File: src/osac_win.sv
`timescale 1ns / 1ps
// Circular sample window with a running sum: one read-modify-write per push.
// Standalone; used twice by the top level.
module osac_win #(
    parameter int DEPTH       = 150,
    parameter int SAMPLE_BITS = 12,
    localparam int SUM_W = $clog2(DEPTH * ((1 << SAMPLE_BITS) - 1) + 1)
) (
    input  logic                   i_clk,
    input  logic                   i_rst_n,
    input  logic                   i_push,
    input  logic [SAMPLE_BITS-1:0] i_code,
    output logic [SUM_W-1:0]       o_sum
);

    localparam int PW = $clog2(DEPTH);

    logic [SAMPLE_BITS-1:0] r_mem [DEPTH];
    logic [SAMPLE_BITS-1:0] r_old;
    logic [PW-1:0]          r_pos;
    logic                   r_wrapped;
    logic [SUM_W-1:0]       r_sum;

    logic [PW-1:0]          pos_inc;
    logic [PW-1:0]          rd_addr;
    logic                   at_end;
    logic [SAMPLE_BITS-1:0] old_code;
    logic [SUM_W-1:0]       n_sum;

    // Until the pointer has wrapped once, the slot being replaced was never
    // written and counts as zero, which matches a cleared window.
    always_comb begin
        at_end   = (r_pos == PW'(DEPTH - 1));
        pos_inc  = at_end ? '0 : r_pos + PW'(1);
        rd_addr  = i_push ? pos_inc : r_pos;
        old_code = r_wrapped ? r_old : '0;
        n_sum    = r_sum - SUM_W'(old_code) + SUM_W'(i_code);
    end

    // The read always targets the slot the next push will replace, so its
    // old value is waiting in r_old by the time that push arrives.
    always_ff @(posedge i_clk) begin
        if (i_push) begin
            r_mem[r_pos] <= i_code;
        end
        r_old <= r_mem[rd_addr];
    end

    always_ff @(posedge i_clk) begin
        if (!i_rst_n) begin
            r_pos     <= '0;
            r_wrapped <= 1'b0;
            r_sum     <= '0;
        end else if (i_push) begin
            r_pos <= pos_inc;
            r_sum <= n_sum;
            if (at_end) begin
                r_wrapped <= 1'b1;
            end
        end
    end

    assign o_sum = r_sum;

endmodule

File: config.mk
export PLATFORM = sky130hd
export DESIGN_NAME = osac_win
export DESIGN_NICKNAME = d
export VERILOG_FILES = /design/src/osac_win.sv
export SDC_FILE = /design/constraint.sdc
export NUM_CORES = 2
export LEC_CHECK = 0
export BUFFER_PORTS_ARGS = -buffer_cell sky130_fd_sc_hd__buf_2
export CAP_MARGIN = 15
export CORE_AREA = 2 2 408 410
export CTS_BUF_LIST = sky130_fd_sc_hd__clkbuf_2 sky130_fd_sc_hd__clkbuf_4 sky130_fd_sc_hd__clkbuf_8
export CTS_CLUSTER_SIZE = 40
export DETAILED_ROUTE_END_ITERATION = 10
export DIE_AREA = 0 0 410 412
export HOLD_SLACK_MARGIN = 0.12
export PLACE_DENSITY = 0.72
export SETUP_SLACK_MARGIN = 0.1
export SKIP_CTS_REPAIR_TIMING = 1
export SYNTH_ARGS = -nofsm -noshare
export SYNTH_HDL_FRONTEND = slang
export SYNTH_SLANG_ARGS = --single-unit
File: constraint.sdc
create_clock -name i_clk -period 2.9 [get_ports i_clk]
set_clock_uncertainty 0.15 [all_clocks]
set_input_delay 0.29 -clock i_clk [delete_from_list [all_inputs] [get_ports i_clk]]
set_output_delay 0.29 -clock i_clk [all_outputs]
set_load 0.02 [all_outputs]
==> key figures <==
Synth
  • Synth unique cells: approximately 60
  • Syn Std Cell Area: ~74000 um^2
  • Most common cell in the synthesized netlist: edfxtp_1
  • Post-synth top area share: 73.5%
  • EDFF count, synth: 1800
  • Dominant cell type by area after synthesis: edfxtp_1
  • Syn Area/Cell: 14.3 um^2
  • Ys async rst share: 0%
  • Most used DFF post-synth: edfxtp_1
  • Synth cell count leaders: edfxtp_1, nand2_1, nand3_1
  • Post-synthesis register bit count: around 1800
  • YS warnings: 0
  • Mapped Nets: between 5000 and 6000
  • Top post-synthesis cells by area: edfxtp_1, nand2_1, nand3_1
  • Seq/Total Area, Yosys: between 70% and 80%
  • Mapped Cells: just over 5000

Setup path
  • CP Class: flip-flop to flip-flop
  • WP data required: roughly 3600 ps
  • Critical path fanouts, max: 8
  • Critical Path AT: about 4000 ps
  • Worst setup EP type: flip-flop
  • Startpoint class of the critical path: flip-flop

Final layout
  • Share of cells above drive strength 1: approximately a quarter
  • Layout area overhead: 21.3%
  • Final core area utilization: between 50% and 60%
  • Filler cells: about 13000
  • # nets final: 5947
  • Final Cell Area: 89100 um^2
  • Post-route insts no fill: slightly above 8000

Pwr
  • Maximum VDD drop: around 0.6 mV
  • Cell internal pwr: roughly 45 mW
  • P_sw: about 15 mW
  • Seq pwr share: approximately half
  • Combinational Power Share: between 10% and 20%
  • Sw Ratio: 25.7%
  • Leakage: 30.9 nW
  • Clock power frac: about a third
  • Power per cell area: roughly 670 nW/um^2

Clocking
  • CTS tree: built
  • Clock transition at the registers of the reported paths: roughly 70 ps
  • TritonCTS buffer count: 302
  • Sink Count: about 1800
  • CTS HTree Levels: 5
  • Max clock buf depth: 4
  • Clk Latency, worst-skew pair: roughly 980 ps
  • Clk root buf: clkbuf_8

Detailed routing
  • DR pass1 iterations: 6
  • Mean routed wirelength per cell: around 26 um
  • Post-route DRC: 0
  • Vias per inst: 5.90
  • Iteration-0 DRC Markers: between 7000 and 8000
  • Total Wirelength: ~210000 um
  • Post-DRT Antenna Nets: 0
  • Via count: just under 50000

Status
  • Failing checks: negative setup slack
  • Status: finished, violations left

Floorplanning
  • Die area: ~170000 um^2
  • Initial Util: between 40% and 50%
  • Row Count: between 100 and 150
  • Die X: just over 400 um
  • Core ar.: 164000 um^2
  • IO Count: 35
  • Chip Height: around 410 um

Global routing
  • Pin count of the biggest net entering global routing: slightly below 90
  • GRT Residual Overflow: 0
  • Overall routing resource usage: between 20% and 30%
  • Initial antenna violation count: 12
  • First-pass GRT wire length: between 200000 and 300000 um
  • Via count of the first global-routing pass: about 47000

Placement
  • PortBufs: 34
  • Placed inst area: about 81000 um^2
  • RD Place Congestion: 0.910
  • Placement Setup Slack: -756 ps
  • Placed instance count: ~7700
  • Hpwl dp: roughly 130000 um

STA
  • RSZ-0062 raised after global routing: yes
  • Final Critical Period: 3310 ps
  • Fin crit share: 114%
  • Slew margin rel.: between 10% and 20%
  • Final Max Tran Viols: 0
  • Worst-Margin Slew: roughly 1200 ps
  • Fin. Hold Viols: 0
  • Max Clk Rate: 302 MHz
  • Setup TNS: -4690 ps
  • Final setup viols: 18
  • Final worst slack: -414 ps

Job
  • Total of max-cap violations: 0

Hold path
  • HP Class: primary input to flip-flop
## power by group through the flow
stage | combinational [mW] | sequential [mW] | clock (mW)
3_5_place_dp | 8.11 | 30.0 | 0
5_1_grt | 10.2 | 29.5 | 22.3
6_report | 9.57 | 29.5 | 21.1
4_1_cts | 8.15 | 29.5 | 21.2
2_1_floorplan | 4.41 | 30.1 | 0
3_3_place_gp | 8.01 | 30.0 | 0
## state kept, by name, summed over array words and instances (netlist names)
signal and flops:
r_pos 8, o_sum 20, r_wrapped 1, r_mem 1800, r_old 12
## worst paths after layout
| check | startpoint | endpoint | slack (ps) | cells past startpoint |
|---|---|---|---|---|
| worst min register to register | o_sum[19]$_SDFFE_PN0P_ | o_sum[19]$_SDFFE_PN0P_ | 330 | 2 |
| worst min-delay path | i_push | r_pos[5]$_SDFF_PN0_ | 140 | 6 |
| worst max-delay path | r_pos[6]$_SDFF_PN0_ | r_old[6]$_DFF_P_ | -410 | 12 |
| worst max register to register | r_pos[6]$_SDFF_PN0_ | r_old[6]$_DFF_P_ | -410 | 12 |
## worst max-delay path, stage by stage, from the launching register on
cell       delay (ps)
dfxtp_1           360
nand4bb_2         330
o21ai_4           290
buf_12            180
buf_16            150
buf_12            150
mux2i_1           220
a32oi_1           110
nand4_1           210
nand4_1           360
o31ai_4           380
buf_6             170
nand3_2            60
## layer usage
metal	vias up	GRT usage [%]	wire length, um
met1	24250	32.3	80600
met4	10	10.2	8660
met5	-	0	61
met3	503	5.51	25400
met2	3169	36.6	98500
li1	20903	-	-
## cells by family (layout without fill, tap and decap cells)
logic type	Yosys count	in the layout	share of synthesized area (%)
mux	234	234	4.31
fa+ha+maj	36	36	0.735
simple gates	2175	2175	13.0
other cells	0	5	0
flops	1841	1841	74.7
xor+xnor	19	19	0.237
compound gates	432	432	4.55
buf+inv	401	1343	2.51
## layout make-up
class                           instances  area [um^2]  area share, %
Clock inverter                         80          403          0.452
Sequential cell                      1841        54900           61.6
Tap cell                             2189         2740           3.07
Multi-Input combinational cell       2896        17800           20.0
Antenna cell                            5         12.5         0.0140
Clock buffer                          408         5010           5.62
Inverter                               64          240          0.270
Timing Repair Buffer                  791         8030           9.00
## layout by cell type, fill, tap and decap left out, types with 20 or more instances in the layout
cell type | synthesis | routed
a211oi_1 | 39 | 34
edfxtp_1 | 1800 | 1800
mux4_2 | 66 | 66
a32oi_1 | 119 | 108
nand2_1 | 1218 | 1212
buf_2 | 126 | 22
nand4_1 | 153 | 153
clkbuf_16 | 0 | 23
buf_12 | 0 | 92
buf_6 | 8 | 34
a21oi_1 | 50 | 41
dfxtp_1 | 41 | 33
clkinv_1 | 0 | 52
clkinv_2 | 0 | 20
inv_1 | 64 | 58
nand3_1 | 520 | 507
clkbuf_8 | 0 | 311
nor2_1 | 175 | 172
a311oi_1 | 49 | 47
a31oi_1 | 37 | 34
buf_4 | 33 | 579
clkbuf_4 | 0 | 97
nand4b_1 | 20 | 20
mux2i_1 | 167 | 156
o211a_1 | 36 | 36
## through the flow
stage          hold WS (ps)  power (mW)
6_report                135        60.1
5_1_grt                 129        62.0
4_1_cts                -615        58.8
3_5_place_dp            322        38.1
3_3_place_gp            326        38.0
2_1_floorplan           239        34.5
Note: power is estimated with default switching activity, not from simulation.
