File: src/osac_pkg.sv
`timescale 1ns / 1ps
// Shared types and constants for the oxygen sensor average and calibrate block.
// No dependencies; osac_cal and the top level import this package.
package osac_pkg;

    localparam int CFG_DATA_W    = 32;
    localparam int CFG_IDX_W     = 2;
    localparam int VOLT_LOW_W    = 12;
    localparam int VOLT_HIGH_W   = 13;
    localparam int OFFSET_W      = 18;
    localparam int READING_W     = 18;
    localparam int FRAC_SHIFT    = 20;
    localparam int READ_LIMIT    = 100000;
    localparam int VOLT_LOW_RST  = 310;
    localparam int VOLT_HIGH_RST = 4096;

    typedef enum logic [1:0] {
        FUNC_VOLT    = 2'd0,
        FUNC_O2      = 2'd1,
        FUNC_QUERY   = 2'd2,
        FUNC_SET_CAL = 2'd3
    } t_func;

    typedef enum logic [1:0] {
        ST_OK      = 2'd0,
        ST_NOT_CAL = 2'd1,
        ST_ABSENT  = 2'd2
    } t_status;

    typedef enum logic [CFG_IDX_W-1:0] {
        CFG_VOLT_LOW    = 2'd0,
        CFG_VOLT_HIGH   = 2'd1,
        CFG_CONV_FACTOR = 2'd2,
        CFG_CAL_OFFSET  = 2'd3
    } t_cfg_idx;

    // Per-item control that rides along the calibration pipeline.
    typedef struct packed {
        t_status status;
        logic    present;
        logic    calibrated;
        logic    rd_ok;
    } t_ctl;

endpackage

File: src/osac_if.sv


interface osac_out_if ();
    logic               valid;
    logic               ready;
    logic [1:0]         status;
    logic signed [17:0] reading;
    logic               present;
    logic               calibrated;

    modport source (output valid, status, reading, present, calibrated, input ready);
    modport sink   (input valid, status, reading, present, calibrated, output ready);
endinterface

File: src/osac_cal.sv
`timescale 1ns / 1ps
// Calibration pipeline: q4 average of the oxygen window, gain, offset, clamp.
// Depends on osac_pkg and the osac_out_if interface.
module osac_cal import osac_pkg::*; #(
    parameter int O2_DEPTH    = 100,
    parameter int SAMPLE_BITS = 12,
    localparam int SUM_W = $clog2(O2_DEPTH * ((1 << SAMPLE_BITS) - 1) + 1)
) (
    input  logic                       i_clk,
    input  logic                       i_rst_n,
    input  logic                       i_valid,
    output logic                       o_ready,
    input  t_ctl                       i_ctl,
    input  logic [SUM_W-1:0]           i_o2_sum,
    input  logic signed [CFG_DATA_W-1:0] i_factor,
    input  logic signed [OFFSET_W-1:0] i_offset,
    osac_out_if.source                 o_out
);

    localparam int X_W  = SUM_W + 4;
    localparam int PM_W = 2 * X_W;
    localparam int Q_W  = SAMPLE_BITS + 4;
    localparam int P_W  = Q_W + 1 + CFG_DATA_W;
    localparam int SH_W = P_W - FRAC_SHIFT;
    localparam int RW   = SH_W + 1;
    localparam longint unsigned RECIP = (longint'(1) << X_W) / O2_DEPTH;
    localparam logic [X_W-1:0]       RECIP_C = X_W'(RECIP);
    localparam logic [X_W-1:0]       DEPTH_C = X_W'(O2_DEPTH);
    localparam logic signed [RW-1:0] LIM_P   = RW'(READ_LIMIT);
    localparam logic signed [RW-1:0] LIM_N   = RW'(-READ_LIMIT);

    logic                 r_v1, r_v2, r_v3, r_v4;
    t_ctl                 r_ctl1, r_ctl2, r_ctl3;
    logic [X_W-1:0]       r_x1;
    logic [PM_W-1:0]      r_p1;
    logic [Q_W-1:0]       r_q2;
    logic signed [P_W-1:0] r_prod3;
    t_status              r_status;
    logic signed [READING_W-1:0] r_reading;
    logic                 r_present;
    logic                 r_calibrated;

    logic                 rdy2, rdy3, rdy4;
    logic [X_W-1:0]       x_in;
    logic [PM_W-1:0]      n_p1;
    logic [Q_W-1:0]       q0;
    logic [X_W-1:0]       rem;
    logic [Q_W-1:0]       n_q2;
    logic signed [P_W-1:0] n_prod3;
    logic signed [SH_W-1:0] shifted;
    logic signed [RW-1:0] biased;
    logic signed [RW-1:0] clamped;

    always_comb begin
        rdy4    = !r_v4 || o_out.ready;
        rdy3    = !r_v3 || rdy4;
        rdy2    = !r_v2 || rdy3;
        o_ready = !r_v1 || rdy2;
    end

    // floor(x / depth) by reciprocal: the estimate is low by at most one,
    // and the remainder check fixes it.
    always_comb begin
        x_in    = {i_o2_sum, 4'b0000};
        n_p1    = PM_W'(x_in) * PM_W'(RECIP_C);
        q0      = r_p1[X_W +: Q_W];
        rem     = r_x1 - X_W'(q0) * DEPTH_C;
        n_q2    = q0 + Q_W'(rem >= DEPTH_C);
        n_prod3 = P_W'($signed({1'b0, r_q2})) * P_W'(i_factor);
        shifted = SH_W'(r_prod3 >>> FRAC_SHIFT);
        biased  = RW'(shifted) + RW'(i_offset);
        if (biased > LIM_P) begin
            clamped = LIM_P;
        end else if (biased < LIM_N) begin
            clamped = LIM_N;
        end else begin
            clamped = biased;
        end
    end

    always_ff @(posedge i_clk) begin
        if (!i_rst_n) begin
            r_v1 <= 1'b0;
            r_v2 <= 1'b0;
            r_v3 <= 1'b0;
            r_v4 <= 1'b0;
        end else begin
            if (o_ready) begin
                r_v1 <= i_valid;
            end
            if (rdy2) begin
                r_v2 <= r_v1;
            end
            if (rdy3) begin
                r_v3 <= r_v2;
            end
            if (rdy4) begin
                r_v4 <= r_v3;
            end
        end
    end

    always_ff @(posedge i_clk) begin
        if (o_ready) begin
            r_ctl1 <= i_ctl;
            r_x1   <= x_in;
            r_p1   <= n_p1;
        end
        if (rdy2) begin
            r_ctl2 <= r_ctl1;
            r_q2   <= n_q2;
        end
        if (rdy3) begin
            r_ctl3  <= r_ctl2;
            r_prod3 <= n_prod3;
        end
        if (rdy4) begin
            r_status     <= r_ctl3.status;
            r_present    <= r_ctl3.present;
            r_calibrated <= r_ctl3.calibrated;
            r_reading    <= r_ctl3.rd_ok ? READING_W'(clamped) : '0;
        end
    end

    assign o_out.valid      = r_v4;
    assign o_out.status     = r_status;
    assign o_out.reading    = r_reading;
    assign o_out.present    = r_present;
    assign o_out.calibrated = r_calibrated;

endmodule

File: src/flat_wrapper.sv
// flat-port wrapper written by rule: the top's interface ports become plain ports
module osac_cal_flat import osac_pkg::*;
#(
    parameter int O2_DEPTH    = 100,
    parameter int SAMPLE_BITS = 12,
    localparam int SUM_W = $clog2(O2_DEPTH * ((1 << SAMPLE_BITS) - 1) + 1)
)
  (i_clk, i_rst_n, i_valid, o_ready, i_ctl, i_o2_sum, i_factor, i_offset, o_out_valid, o_out_status, o_out_reading, o_out_present, o_out_calibrated, o_out_ready);
  osac_out_if o_out_i ();
  input  logic i_clk;
  input  logic i_rst_n;
  input  logic i_valid;
  output logic o_ready;
  input  t_ctl i_ctl;
  input  logic [SUM_W-1:0] i_o2_sum;
  input  logic signed [CFG_DATA_W-1:0] i_factor;
  input  logic signed [OFFSET_W-1:0] i_offset;
  output wire logic [$bits(o_out_i.valid)-1:0] o_out_valid;
  output wire logic [$bits(o_out_i.status)-1:0] o_out_status;
  output wire logic [$bits(o_out_i.reading)-1:0] o_out_reading;
  output wire logic [$bits(o_out_i.present)-1:0] o_out_present;
  output wire logic [$bits(o_out_i.calibrated)-1:0] o_out_calibrated;
  input wire logic [$bits(o_out_i.ready)-1:0] o_out_ready;
  assign o_out_valid = o_out_i.valid;
  assign o_out_status = o_out_i.status;
  assign o_out_reading = o_out_i.reading;
  assign o_out_present = o_out_i.present;
  assign o_out_calibrated = o_out_i.calibrated;
  assign o_out_i.ready = o_out_ready;
  osac_cal #(.O2_DEPTH(O2_DEPTH), .SAMPLE_BITS(SAMPLE_BITS)) u_core (.i_clk(i_clk), .i_rst_n(i_rst_n), .i_valid(i_valid), .o_ready(o_ready), .i_ctl(i_ctl), .i_o2_sum(i_o2_sum), .i_factor(i_factor), .i_offset(i_offset), .o_out(o_out_i));
endmodule
File: config.mk
export PLATFORM = sky130hd
export DESIGN_NAME = osac_cal_flat
export DESIGN_NICKNAME = d
export VERILOG_FILES = /design/src/osac_pkg.sv /design/src/osac_if.sv /design/src/osac_cal.sv /design/src/flat_wrapper.sv
export SDC_FILE = /design/constraint.sdc
export NUM_CORES = 2
export LEC_CHECK = 0
export ABC_AREA = 1
export BUFFER_PORTS_ARGS = -buffer_cell sky130_fd_sc_hd__buf_2
export CAP_MARGIN = 5
export CORE_MARGIN = 2
export CORE_UTILIZATION = 60
export CTS_CLUSTER_SIZE = 10
export DETAILED_ROUTE_END_ITERATION = 12
export GPL_TIMING_DRIVEN = 0
export PLACE_DENSITY = 0.8
export SLEW_MARGIN = 25
export SYNTH_ARGS = -nofsm -noshare
export SYNTH_HDL_FRONTEND = slang
export SYNTH_SLANG_ARGS = --single-unit
File: constraint.sdc
create_clock -name i_clk -period 6.3 [get_ports i_clk]
set_input_delay 1.26 -clock i_clk [delete_from_list [all_inputs] [get_ports i_clk]]
set_output_delay 1.26 -clock i_clk [all_outputs]
set_load 0.02 [all_outputs]
==> metrics.md <==
| Metric | Value |
|---|---|
| Post-synthesis register bit count | `121` |
| Initial DRC Count | `2174` |
| Inst Count DP | `between 4000 and 5000` |
| Final hold slack | `416.2 ps` |
| Crit path max-delay cell type | `fa_1` |
| Vias in the first global route | `around 28000` |
| CTS Hold Bufs | `0` |
| WS Path Type | `in2reg` |
| Outcome | `complete, but fails checks` |
| Initial Util | `60.67%` |
| Most common cell after layout, fill and taps aside | `inv_1` |
| Failing checks | `negative setup slack` |
| Die area | `57500 um^2` |
| CTS tree | `done` |
| Layout Utilization | `between 60% and 70%` |
| Worst-path fanout max | `5` |
| PortBufs | `71` |
| Root buffer cell | `clkbuf_16` |
| Critical Path RT | `roughly 6500 ps` |
| Final worst clock skew | `9.447 ps` |
| WL/cell | `18.36 um` |
| Avg Cell Area, Syn | `8.125 um^2` |
| Final setup viols | `7` |
| Clock Tree Buf Depth | `2` |
| RSZ-0062 raised after global routing | `true` |
| Dpl hpwl | `75.59 mm` |
| Final Max Slew Viols | `0` |
| Largest net degree at the start of global routing | `37` |
| Critical Path Max Stage Delay | `550 ps` |
| Gr ovfl total | `0` |
| Hold violation count in the final report | `0` |
| Min cycle time layout | `6390 ps` |
| Die Wd | `239.8 um` |
| Post-Route WL | `92.82 mm` |
| Cell mode on critical path | `fa_1` |
| Worst path arrival time | `about 6600 ps` |
| Clock net sink count | `121` |
| Routed Antenna Nets | `0` |
| Synth Flop Type | `edfxtp_1` |
| Post-Synthesis Cell Area | `33360 um^2` |
| GPL Wtd Cong | `0.9873` |
| Syn Inst Count | `4106` |
| Fillers | `4147` |
| Reg clk slew, reported paths | `60 ps` |
| Post-synthesis sequential area ratio | `a little over a tenth` |
| Setup TNS | `-229.6 ps` |
| Worst min-delay path class | `reg2reg` |
| Worst Tran Pin Value | `900.4 ps` |
| Clk Latency, worst-skew pair | `430 ps` |
| Vias/cell | `~5.4` |
| Fmax | `156.5 MHz` |
| Number of flops mapped to enable cells by yosys | `approximately 120` |
| Vias | `27320` |
| Maxcap violations | `0` |
| Net Count, Synth | `5181` |
| Die height | `239.8 um` |
| Worst path cell trace | `clkbuf_16 -> clkbuf_16 -> buf_6 -> nand2_4 -> fa_1 -> inv_2 -> fa_1 -> inv_1 -> fa_1 -> fa_2 -> fa_1 -> inv_2 -> fa_1 -> ha_4 -> a21oi_2 -> inv_1 -> a31oi_2 -> o21ai_1 -> o21bai_4 -> nand2_1 -> nand4_1 -> nand2_1 -> nand3_2 -> xor2_2` |
| Final Cycle Share | `101.4%` |
| CP startpoint kind | `input pin` |
| Setup crit end kind | `flip-flop` |
| H-tree depth | `4` |
| Ys Warns | `0` |
| Count of cell types in the netlist | `44` |
| Max_slew headroom | `39.91%` |
| IO Count | `102` |
| Setup ws final | `-89.64 ps` |
| Cell row count | `86` |
| Layout overhead on the synthesized area | `15.16%` |
| Core Area | `54990 um^2` |
| Drt pass-1 iters | `7` |
| Final net count | `between 5000 and 6000` |
| Non-filler cells, final | `5056` |
| Antenna violations before repair | `2` |
| Layout cells sized above 1 | `14.26%` |
| Most frequent cells in the layout | `inv_1 (1093), nand2_1 (891), fa_1 (585), ha_1 (341), nor2_1 (160)` |
| First-pass GRT wire length | `144.9 mm` |
| Post-synth ARST share | `0%` |
| All-layer global routing usage | `32.82%` |
| Num CTS Buffers | `17` |
| # DRC | `0` |
path summary, 6_finish.rpt:
kind / slack [ps] / start / to / cells after the start
worst max-delay path: -90 / i_factor[16] / u_core.r_prod3[45] / 24
worst min-delay path: 420 / u_core.r_ctl3[4] / u_core.o_out.status[1] / 0
worst max register to register: -80 / u_core.r_q2[3] / u_core.r_prod3[45] / 23
worst min register to register: 420 / u_core.r_ctl3[4] / u_core.o_out.status[1] / 0
synthesized netlist by cell type (all sizes together) (5+ instances only):
master  instances  area [um^2]
o21a           11        82.58
nor4            5        31.28
nor2          192        738.2
nor3           24        120.1
clkbuf        110        412.9
o21bai         10        75.07
a21boi          6        45.04
ha            376         4705
xor2           62        543.0
o211ai          7        52.55
nand2         974         3684
nand4          33        206.5
edfxtp        117         3513
nand3         100        520.5
inv          1136         4264
a21o           10        75.07
o21ai          81        412.9
xnor2          38        332.8
a21oi         147        735.7
fa            621        12430
a31oi          14        87.58
critical path, delay by kind of cell:
kind	cells	cell delay, ps
fa+ha+maj	7	3320
simple gates	5	550
xor+xnor	1	170
buf+inv	7	590
compound gates	4	660
layer usage:
| metal | part of all wire, % | up-vias | routed length, um | global-route usage, % |
|---|---|---|---|---|
| met5 | 0.030 | - | 28 | 0 |
| met4 | 5.3 | 4 | 4949 | 15.17 |
| met3 | 8.6 | 306 | 8018 | 5.981 |
| met2 | 48 | 1142 | 44640 | 55.65 |
| met1 | 38 | 13270 | 35180 | 40.82 |
| li1 | - | 12590 | - | - |
layout make-up:
class | count | area (um^2) | share of cell area, %
Antenna cell | 2 | 5.005 | 0.01303
Buffer | 105 | 1289 | 3.355
Clock buffer | 18 | 429.2 | 1.117
Clock inverter | 14 | 171.4 | 0.4462
Inverter | 1136 | 4270 | 11.12
Multi-Input combinational cell | 2737 | 26430 | 68.79
Sequential cell | 121 | 3593 | 9.354
Tap cell | 748 | 935.9 | 2.436
Timing Repair Buffer | 175 | 1296 | 3.374
cells by family (layout without fill, tap and decap cells):
family,after synthesis,after routing,share of synthesized area [%]
adders and majority gates,997,997,51.37
DFF,121,121,10.77
and+or+nand+nor,1340,1340,16.13
AOI/OAI and AO/OA,300,300,5.056
other,0,2,0
xor gates and xnor gates,100,100,2.625
buffers and inverters,1248,1448,14.05
registers in the layout (all words and copies together), names as in the netlist:
name and count:
u_core.r_prod3 29, u_core.r_x1 19, u_core.o_out.reading 18, u_core.r_p1 16, u_core.r_q2 16, u_core.r_ctl1 5
u_core.r_ctl2 5, u_core.r_ctl3 5, u_core.o_out.status 2, u_core.o_out.calibrated 1, u_core.o_out.present 1, u_core.o_out.valid 1
u_core.r_v1 1, u_core.r_v2 1, u_core.r_v3 1
timing repair:
item                       CTS  global route
resized for setup          167           320
setup endpoints to repair   29            43
setup buffers               42            59
pin swaps                   74           155
cloned                       1             2
per-stage QoR:
stage	setup WS [ps]	area [um^2]
after floorplan	-150.9	34120
after global placement	-889.9	35410
after detailed placement	-935.2	35430
after CTS	-5.723	37060
after global routing	-221.2	38420
final	-89.64	38420
Power is left out: the tool's default activity adds up to more than one toggle a clock period on the data nets, which glitch-free logic cannot reach.
